==> config.mk <==
export PLATFORM = sky130hd
export DESIGN_NAME = sircs_ir_frame_decoder
export DESIGN_NICKNAME = d
export VERILOG_FILES = /design/src/sv/sircs_pkg.sv /design/src/sv/sircs_ir_frame_decoder.sv
export SDC_FILE = /design/constraint.sdc
export NUM_CORES = 1
export LEC_CHECK = 0
export BUFFER_PORTS_ARGS = -buffer_cell sky130_fd_sc_hd__clkbuf_2
export CORE_ASPECT_RATIO = 0.5
export CORE_MARGIN = 10
export CORE_UTILIZATION = 40
export CTS_BUF_LIST = sky130_fd_sc_hd__clkbuf_4 sky130_fd_sc_hd__clkbuf_8
export DETAILED_ROUTE_END_ITERATION = 10
export GPL_ROUTABILITY_DRIVEN = 0
export SLEW_MARGIN = 20
export SYNTH_ARGS = -nofsm -noshare
export SYNTH_HDL_FRONTEND = slang
export SYNTH_SLANG_ARGS = --single-unit
==> constraint.sdc <==
create_clock -name clock -period 10.1 [get_ports clock]
set_input_delay 1.515 -clock clock [delete_from_list [all_inputs] [get_ports clock]]
set_output_delay 1.515 -clock clock [all_outputs]
set_load 0.05 [all_outputs]
==> src/sv/sircs_pkg.sv <==
package sircs_pkg;

   // command codes on the request channel
   localparam logic [1:0] FUNC_EDGE  = 2'd0;
   localparam logic [1:0] FUNC_POP   = 2'd1;
   localparam logic [1:0] FUNC_FLUSH = 2'd2;

   // configuration register indexes
   localparam logic [2:0] CSR_START_MARK   = 3'd0;
   localparam logic [2:0] CSR_SPACE        = 3'd1;
   localparam logic [2:0] CSR_ONE_MARK     = 3'd2;
   localparam logic [2:0] CSR_ZERO_MARK    = 3'd3;
   localparam logic [2:0] CSR_TOLERANCE    = 3'd4;
   localparam logic [2:0] CSR_INTERKEY     = 3'd5;
   localparam logic [2:0] CSR_RESET_KEY    = 3'd6;
   localparam logic [2:0] CSR_RESET_REPEAT = 3'd7;

   localparam int         FRAME_BITS  = 12;
   localparam logic [3:0] FRAME_COUNT = 4'd12;
   localparam logic [3:0] RUN_MAX     = 4'd15;

   typedef enum logic [2:0] {
      PH_WAIT        = 3'd0,
      PH_START_MARK  = 3'd1,
      PH_START_SPACE = 3'd2,
      PH_DATA_MARK   = 3'd3,
      PH_DATA_SPACE  = 3'd4
   } phase_type;

   typedef struct packed {
      logic [1:0]  func;
      logic        line_level;
      logic [15:0] pulse_width;
      logic [31:0] time_stamp;
   } req_type;

   typedef struct packed {
      logic       key_valid;
      logic [4:0] device_id;
      logic [6:0] key_code;
      logic [4:0] queue_count;
      logic       frame_pushed;
      logic       reset_request;
   } rsp_type;

   // n - t <= w <= n + t, lower bound clamped at zero, no wrap
   function automatic logic in_window(logic [15:0] w, logic [15:0] n, logic [15:0] t);
      logic [16:0] lo;
      logic [16:0] hi;
      lo = (n >= t) ? {1'b0, n - t} : 17'd0;
      hi = {1'b0, n} + {1'b0, t};
      return ({1'b0, w} >= lo) && ({1'b0, w} <= hi);
   endfunction

endpackage

==> src/sv/sircs_ir_frame_decoder.sv <==
// The response beat is presented in the cycle after its request beat is taken.
// Throughput: one request per clock unless a response is stalled; the key queue is a
// memory with a registered read port, the head read in the same cycle a pop is taken.
// Reset (synchronous, active high) restores the timing registers to their
// defaults, idles the decoder, empties the queue; queue contents are not cleared.
module sircs_ir_frame_decoder
   import sircs_pkg::*;
#(
   parameter int QUEUE_DEPTH = 16
) (
   input  logic        clock,
   input  logic        reset,
   input  logic        req_valid,
   output logic        req_ready,
   input  req_type     req_data,
   output logic        rsp_valid,
   input  logic        rsp_ready,
   output rsp_type     rsp_data,
   input  logic        csr_wr_en,
   input  logic [2:0]  csr_index,
   input  logic [31:0] csr_wdata
);

   localparam int PW = (QUEUE_DEPTH > 1) ? $clog2(QUEUE_DEPTH) : 1;
   localparam int FW = $clog2(QUEUE_DEPTH + 1);
   localparam logic [PW-1:0] PTR_LAST = PW'(QUEUE_DEPTH - 1);
   localparam logic [FW-1:0] FILL_MAX = FW'(QUEUE_DEPTH);

   // configuration
   logic [15:0] start_mark_ff, space_ff, one_mark_ff, zero_mark_ff, tol_ff;
   logic [31:0] interkey_ff;
   logic [6:0]  reset_key_ff;
   logic [3:0]  reset_repeat_ff;

   // decoder and queue state
   phase_type   phase_ff, phase_in;
   logic [3:0]  bit_count_ff, bit_count_in;
   logic [FRAME_BITS-1:0] shift_ff, shift_in;
   logic [31:0] last_push_ff, last_push_in;
   logic [3:0]  run_ff, run_in;
   logic [PW-1:0] rd_ptr_ff, rd_ptr_in, wr_ptr_ff, wr_ptr_in;
   logic [FW-1:0] fill_ff, fill_in;

   logic [FRAME_BITS-1:0] key_mem [QUEUE_DEPTH];
   logic [FRAME_BITS-1:0] rd_data_ff;

   logic        rsp_valid_ff;
   logic        key_valid_ff;
   logic [4:0]  queue_count_ff;
   logic        pushed_ff, rreq_ff;

   logic        req_fire;
   logic        is_edge, is_pop, is_flush;
   logic        lvl;
   logic        start_ok, space_ok, one_ok, zero_ok;
   logic        complete, gap_ok, push, pop_ok, rreq;
   logic [3:0]  run_inc;

   assign req_ready = !rsp_valid_ff || rsp_ready;
   assign req_fire  = req_valid && req_ready;

   assign is_edge  = (req_data.func == FUNC_EDGE);
   assign is_pop   = (req_data.func == FUNC_POP);
   assign is_flush = (req_data.func == FUNC_FLUSH);
   assign lvl      = req_data.line_level;

   assign start_ok = in_window(req_data.pulse_width, start_mark_ff, tol_ff);
   assign space_ok = in_window(req_data.pulse_width, space_ff, tol_ff);
   assign one_ok   = in_window(req_data.pulse_width, one_mark_ff, tol_ff);
   assign zero_ok  = in_window(req_data.pulse_width, zero_mark_ff, tol_ff);

   // the edge after the twelfth bit's mark closes the frame whatever it looks like
   assign complete = is_edge && (phase_ff == PH_DATA_SPACE) && (bit_count_ff == FRAME_COUNT);
   assign gap_ok   = (req_data.time_stamp - last_push_ff) >= interkey_ff;
   assign push     = complete && gap_ok && (fill_ff < FILL_MAX);
   assign pop_ok   = is_pop && (fill_ff != '0);
   assign run_inc  = (run_ff == RUN_MAX) ? run_ff : run_ff + 4'd1;

   // next phase
   always_comb begin
      phase_in = phase_ff;
      if (is_edge) begin
         unique case (phase_ff)
            PH_START_MARK:  phase_in = (lvl && start_ok) ? PH_START_SPACE : PH_WAIT;
            PH_START_SPACE: phase_in = (!lvl && space_ok) ? PH_DATA_MARK : PH_WAIT;
            PH_DATA_MARK:   phase_in = (lvl && (one_ok || zero_ok)) ? PH_DATA_SPACE : PH_WAIT;
            PH_DATA_SPACE: begin
               if (bit_count_ff == FRAME_COUNT) phase_in = PH_WAIT;
               else phase_in = (!lvl && space_ok) ? PH_DATA_MARK : PH_WAIT;
            end
            default:        phase_in = lvl ? PH_WAIT : PH_START_MARK;
         endcase
      end
   end

   // decoder datapath
   always_comb begin
      shift_in     = shift_ff;
      bit_count_in = bit_count_ff;
      last_push_in = last_push_ff;
      run_in       = run_ff;
      rreq         = 1'b0;
      if (is_edge) begin
         unique case (phase_ff)
            PH_START_MARK: begin
               if (!(lvl && start_ok)) begin
                  shift_in     = '0;
                  bit_count_in = '0;
               end
            end
            PH_START_SPACE: begin
               if (!(!lvl && space_ok)) begin
                  shift_in     = '0;
                  bit_count_in = '0;
               end
            end
            PH_DATA_MARK: begin
               if (lvl && (one_ok || zero_ok)) begin
                  if (one_ok) shift_in = shift_ff | {1'b1, {(FRAME_BITS-1){1'b0}}};
                  bit_count_in = bit_count_ff + 4'd1;
               end else begin
                  shift_in     = '0;
                  bit_count_in = '0;
               end
            end
            PH_DATA_SPACE: begin
               if (bit_count_ff == FRAME_COUNT) begin
                  if (gap_ok) begin
                     last_push_in = req_data.time_stamp;
                     if (shift_ff[6:0] == reset_key_ff) begin
                        run_in = run_inc;
                        if ((reset_repeat_ff != '0) && (run_inc == reset_repeat_ff)) begin
                           rreq   = 1'b1;
                           run_in = '0;
                        end
                     end else begin
                        run_in = '0;
                     end
                  end
                  shift_in     = '0;
                  bit_count_in = '0;
               end else if (!lvl && space_ok) begin
                  shift_in = shift_ff >> 1;
               end else begin
                  shift_in     = '0;
                  bit_count_in = '0;
               end
            end
            default: begin
               if (lvl) begin
                  shift_in     = '0;
                  bit_count_in = '0;
               end
            end
         endcase
      end
   end

   // queue pointers and fill
   always_comb begin
      rd_ptr_in = rd_ptr_ff;
      wr_ptr_in = wr_ptr_ff;
      fill_in   = fill_ff;
      if (push) begin
         wr_ptr_in = (wr_ptr_ff == PTR_LAST) ? '0 : wr_ptr_ff + PW'(1);
         fill_in   = fill_ff + FW'(1);
      end else if (pop_ok) begin
         rd_ptr_in = (rd_ptr_ff == PTR_LAST) ? '0 : rd_ptr_ff + PW'(1);
         fill_in   = fill_ff - FW'(1);
      end else if (is_flush) begin
         rd_ptr_in = wr_ptr_ff;
         fill_in   = '0;
      end
   end

   always_ff @(posedge clock) begin
      if (reset) begin
         start_mark_ff   <= 16'd2400;
         space_ff        <= 16'd600;
         one_mark_ff     <= 16'd1200;
         zero_mark_ff    <= 16'd600;
         tol_ff          <= 16'd200;
         interkey_ff     <= '0;
         reset_key_ff    <= '0;
         reset_repeat_ff <= '0;
      end else if (csr_wr_en) begin
         unique case (csr_index)
            CSR_START_MARK:   start_mark_ff   <= csr_wdata[15:0];
            CSR_SPACE:        space_ff        <= csr_wdata[15:0];
            CSR_ONE_MARK:     one_mark_ff     <= csr_wdata[15:0];
            CSR_ZERO_MARK:    zero_mark_ff    <= csr_wdata[15:0];
            CSR_TOLERANCE:    tol_ff          <= csr_wdata[15:0];
            CSR_INTERKEY:     interkey_ff     <= csr_wdata;
            CSR_RESET_KEY:    reset_key_ff    <= csr_wdata[6:0];
            CSR_RESET_REPEAT: reset_repeat_ff <= csr_wdata[3:0];
            default: ;
         endcase
      end
   end

   always_ff @(posedge clock) begin
      if (reset) begin
         phase_ff     <= PH_WAIT;
         bit_count_ff <= '0;
         shift_ff     <= '0;
         last_push_ff <= '0;
         run_ff       <= '0;
         rd_ptr_ff    <= '0;
         wr_ptr_ff    <= '0;
         fill_ff      <= '0;
         rsp_valid_ff <= 1'b0;
      end else begin
         if (req_fire) begin
            phase_ff     <= phase_in;
            bit_count_ff <= bit_count_in;
            shift_ff     <= shift_in;
            last_push_ff <= last_push_in;
            run_ff       <= run_in;
            rd_ptr_ff    <= rd_ptr_in;
            wr_ptr_ff    <= wr_ptr_in;
            fill_ff      <= fill_in;
            rsp_valid_ff <= 1'b1;
         end else if (rsp_ready) begin
            rsp_valid_ff <= 1'b0;
         end
      end
   end

   // response payload, held while the beat is stalled
   always_ff @(posedge clock) begin
      if (req_fire) begin
         key_valid_ff   <= pop_ok;
         queue_count_ff <= 5'(fill_in);
         pushed_ff      <= push;
         rreq_ff        <= rreq;
      end
   end

   // key queue: write on push, registered read of the head on pop
   always_ff @(posedge clock) begin
      if (req_fire && push) key_mem[wr_ptr_ff] <= shift_ff;
      if (req_fire && pop_ok) rd_data_ff <= key_mem[rd_ptr_ff];
   end

   assign rsp_valid = rsp_valid_ff;
   // fields in struct order: key_valid, device_id, key_code, queue_count,
   // frame_pushed, reset_request
   assign rsp_data  = {key_valid_ff,
                       key_valid_ff ? rd_data_ff[11:7] : 5'd0,
                       key_valid_ff ? rd_data_ff[6:0] : 7'd0,
                       queue_count_ff,
                       pushed_ff,
                       rreq_ff};

endmodule
==> flow_summary.toml <==
[clocking]
tritoncts = "built"
cts.clk_slew.worst_paths_ns = 0.07
ctsLongestPathBuffers = 3
htreeDepth = 2
numClockSinks = 404
post_cts_resize_count = 0
clk_latency_ns = 0.68
numCtsBuffers = 56
postCtsSetupRepairBufs = 0
hold_buffers = 0
root_buffer = "clkbuf_8"

[sta]
fin_crit_ns = 7.69
finalCritPeriodShare_pct = 76.2
holdWs_ns = 0.450
max_slew.worst_pin.slew_ns = 1.12
maxSlewHeadroom_pct = 25.3
max_freq_mhz = 130
rsz0062_at_grt = "no"
hold_viol = 0
setup_viol = 0
fin_skew_ns = 0.0317
tns_ns = 0
finalMaxSlewViolations = 0

[floorplanning]
die_area_mm2 = 0.0784
row_count = 66
core_area_mm2 = 0.0657
io_pins = 113
die_h_um = 203
die_x_um = 386
start_util_pct = 40.9

[grt]
antenna_found_initial = 2
track_usage_pct = 18.9
grt_first_pass_wirelength_um = 117000
grt_overflow = 0
grt_max_degree = 70
grt_pass1_vias = 20242

[worst_setup_path]
cp.required_ns = 10.37
crit_chain = "clkbuf_2 > ha_1 > nor2b_1 > o31ai_2 > nand3b_1 > a211oi_2 > o21ai_1 > o22ai_2 > o21ai_1 > or4b_1 > a31oi_1 > xnor2_1 > ha_1 > nand4_1 > nor3_1 > o211ai_1 > a21oi_1 > a21oi_1 > a211oi_2 > and2_1 > nand2_1 > nor2_1"
endpoint_kind = "register"
slowest_stage = "nor2_1"
arrival_ns = 7.97
critPathTopFamily = "compound AO/OA/AOI/OAI gates"
cp_slowest_stage_delay_ns = 0.91
crit_type = "in -> reg"
cp_num_buf_inv = 1
cp-start-kind = "input port"
worstPathMaxFanout = 14
rrSetupSlack_ns = 2.99

[pwr]
pwr_density_cell_mw_per_mm2 = 130
total_power_w = 0.00382
peakVddDrop_mv = 0.0816
p_leak_nw = 11.7

[drt]
via_count = 21122
drtIter0Drc = 1802
wire_per_inst_um = 20.3
dr.pass1.iters = 5
drc = 0
wl_um = 77400
via_per_inst = 5.53
ant_nets = 0

[final_layout]
drive_gt1_share_pct = 12.0
design_area_mm2 = 0.0294
nNetsFinal = 3315
final_cells = 3818
syn_to_final_growth_pct = 9.58

[logic_synthesis]
synth_area_per_cell_um2 = 9.48
seq_area_frac_synth_pct = 38.1
synth_cell_types = 89
dominantRegCellSynth = "edfxtp_1"
netlist.area_leader.share_pct = 23.7
synth_enable_flop_cells = 212
syn-num-nets = 3258
ys_warn_count = 0
synth.area.top_cells = "edfxtp_1, ha_1, dfxtp_1"
ys_seq_elements = 404
synthArstFlopShare_pct = 0
synth_cells = 2829
synth_area_leader_cell = "edfxtp_1"
synth_area_mm2 = 0.0268

[placement]
placed_area_mm2 = 0.0281
placement.io_buffers = 112
dpl.cell_count = 3711
detailed_place_hpwl_um = 55500

[run]
cap_violations = 0

[status]
status = "finished, final reports clean"

[worst_hold_path]
hold_path_class = "reg -> reg"
-- routing by layer --
| layer | wire length, µm | part of all wire, % | vias up | global-route usage, % |
|---|---|---|---|---|
| li1 | - | - | 10233 | - |
| met1 | 34200 | 44 | 10073 | 25.4 |
| met2 | 34700 | 45 | 679 | 30.1 |
| met3 | 5680 | 7.3 | 137 | 4.01 |
| met4 | 2720 | 3.5 | 0 | 6.45 |
| met5 | 0 | 0 | - | 0 |
-- registers in the layout, summed over array words and instances, names as in the netlist, 3 cells and up --
signal and cells:
key_mem 192, reset_key_ff 7, tol_ff 16, rd_ptr_ff 4, zero_mark_ff 16, last_push_ff 32
one_mark_ff 16, fill_ff 5, reset_repeat_ff 4, wr_ptr_ff 4, rd_data_ff 12, interkey_ff 32
start_mark_ff 16, run_ff 4, queue_count_ff 5, bit_count_ff 4, phase_ff 3, space_ff 16
shift_ff 12
-- layout by cell type (no fill, tap or decap), drive strengths merged, types with 22 or more instances in the layout --
master    n
clkbuf  195
o21bai   24
ha      329
nor2    166
a21oi   281
edfxtp  212
nand2   425
nor2b    36
nor3     56
a21o     84
mux2i    22
inv     173
nand2b   35
o21ai    88
nand3    62
mux4     60
xor2     30
a211oi   27
nand4    40
xnor2   106
and2     22
dfxtp   192
-- report_power, final --
| group | total, W | internal [W] | leakage (nW) | switching [W] |
|---|---|---|---|---|
| clock | 0.00140 | 0.000721 | 0.645 | 0.000677 |
| combinational | 0.000676 | 0.000268 | 7.35 | 0.000408 |
| sequential | 0.00175 | 0.00173 | 3.71 | 0.0000208 |
| total | 0.00382 | 0.00272 | 11.7 | 0.00111 |
-- worst register-to-register path, cell delays in order (launching register included) --
cell	delay, ns
dfxtp_1	0.34
inv_1	0.07
ha_1	0.26
nor2b_1	0.15
o31ai_2	0.24
nand3b_1	0.24
a211oi_2	0.39
o21ai_1	0.21
o22ai_2	0.22
o21ai_1	0.17
or4b_1	0.51
a31oi_1	0.21
xnor2_1	0.10
ha_1	0.35
nand4_1	0.09
nor3_1	0.20
o211ai_1	0.15
a21oi_1	0.18
a21oi_1	0.25
a211oi_2	0.90
and2_1	0.35
nand2_1	0.24
nor2_1	0.91
-- cells in the mapped netlist (5+ instances only) --
master and count:
a211oi_1 26, or4_1 6, o21a_1 18, a21boi_0 5, buf_4 7, o21bai_1 23, ha_1 329, nor2_1 164
o41ai_1 7, o21ai_0 77, edfxtp_1 212, a31o_2 6, a31oi_1 16, xnor2_1 106, nor3_1 56, mux2i_1 22
nor4_1 13, dfxtp_1 192, and3_1 18, a2111oi_0 6, inv_1 171, o2111ai_1 6, a21o_1 84, mux4_2 60
o211ai_1 17, buf_2 12, nand3_1 61, nand4_1 40, xor2_1 30, clkbuf_1 98, nor3b_1 7, and2_1 22
nand2_1 425, o31ai_1 11, buf_1 9, nor2b_1 36, or2_2 8, a221oi_1 5, or3_1 11, fa_1 9
nand2b_1 35, o21ai_1 10, a21oi_1 276
-- path summary, 6_finish.rpt --
path                     from  depth (start not counted)          endpoint
max               req_data[1]                         22    key_mem[8][10]
min          last_push_ff[30]                          2  last_push_ff[30]
max reg2reg   last_push_ff[1]                         22    key_mem[8][10]
min reg2reg  last_push_ff[30]                          2  last_push_ff[30]
-- layout make-up --
cell class	instances	area [µm²]
multi-input combinational	2121	15500
fill	6311	36300
timing repair buffer	128	703
tap	884	1110
clock inverter	20	185
clock buffer	84	1040
inverter	175	657
sequential	404	10200
antenna	2	5.00
-- cells by family (layout without fill, tap and decap cells) --
logic type	after synthesis	after routing	synth area share (%)
compound gates	642	642	15.2
xor+xnor	136	136	4.44
fa+ha+maj	338	338	16.0
buf+inv	304	407	4.50
flops	404	404	38.1
mux	88	88	6.15
other cells	0	2	0
simple gates	917	917	15.6
-- stage by stage --
stage,worst slack [ns],util [%]
CTS,2.55,44.7
global route,2.13,44.8
finish,2.41,44.8
detailed placement,1.85,42.8
floorplan,3.22,-
global placement,1.99,42.8
(Power assumes the default switching activity.)
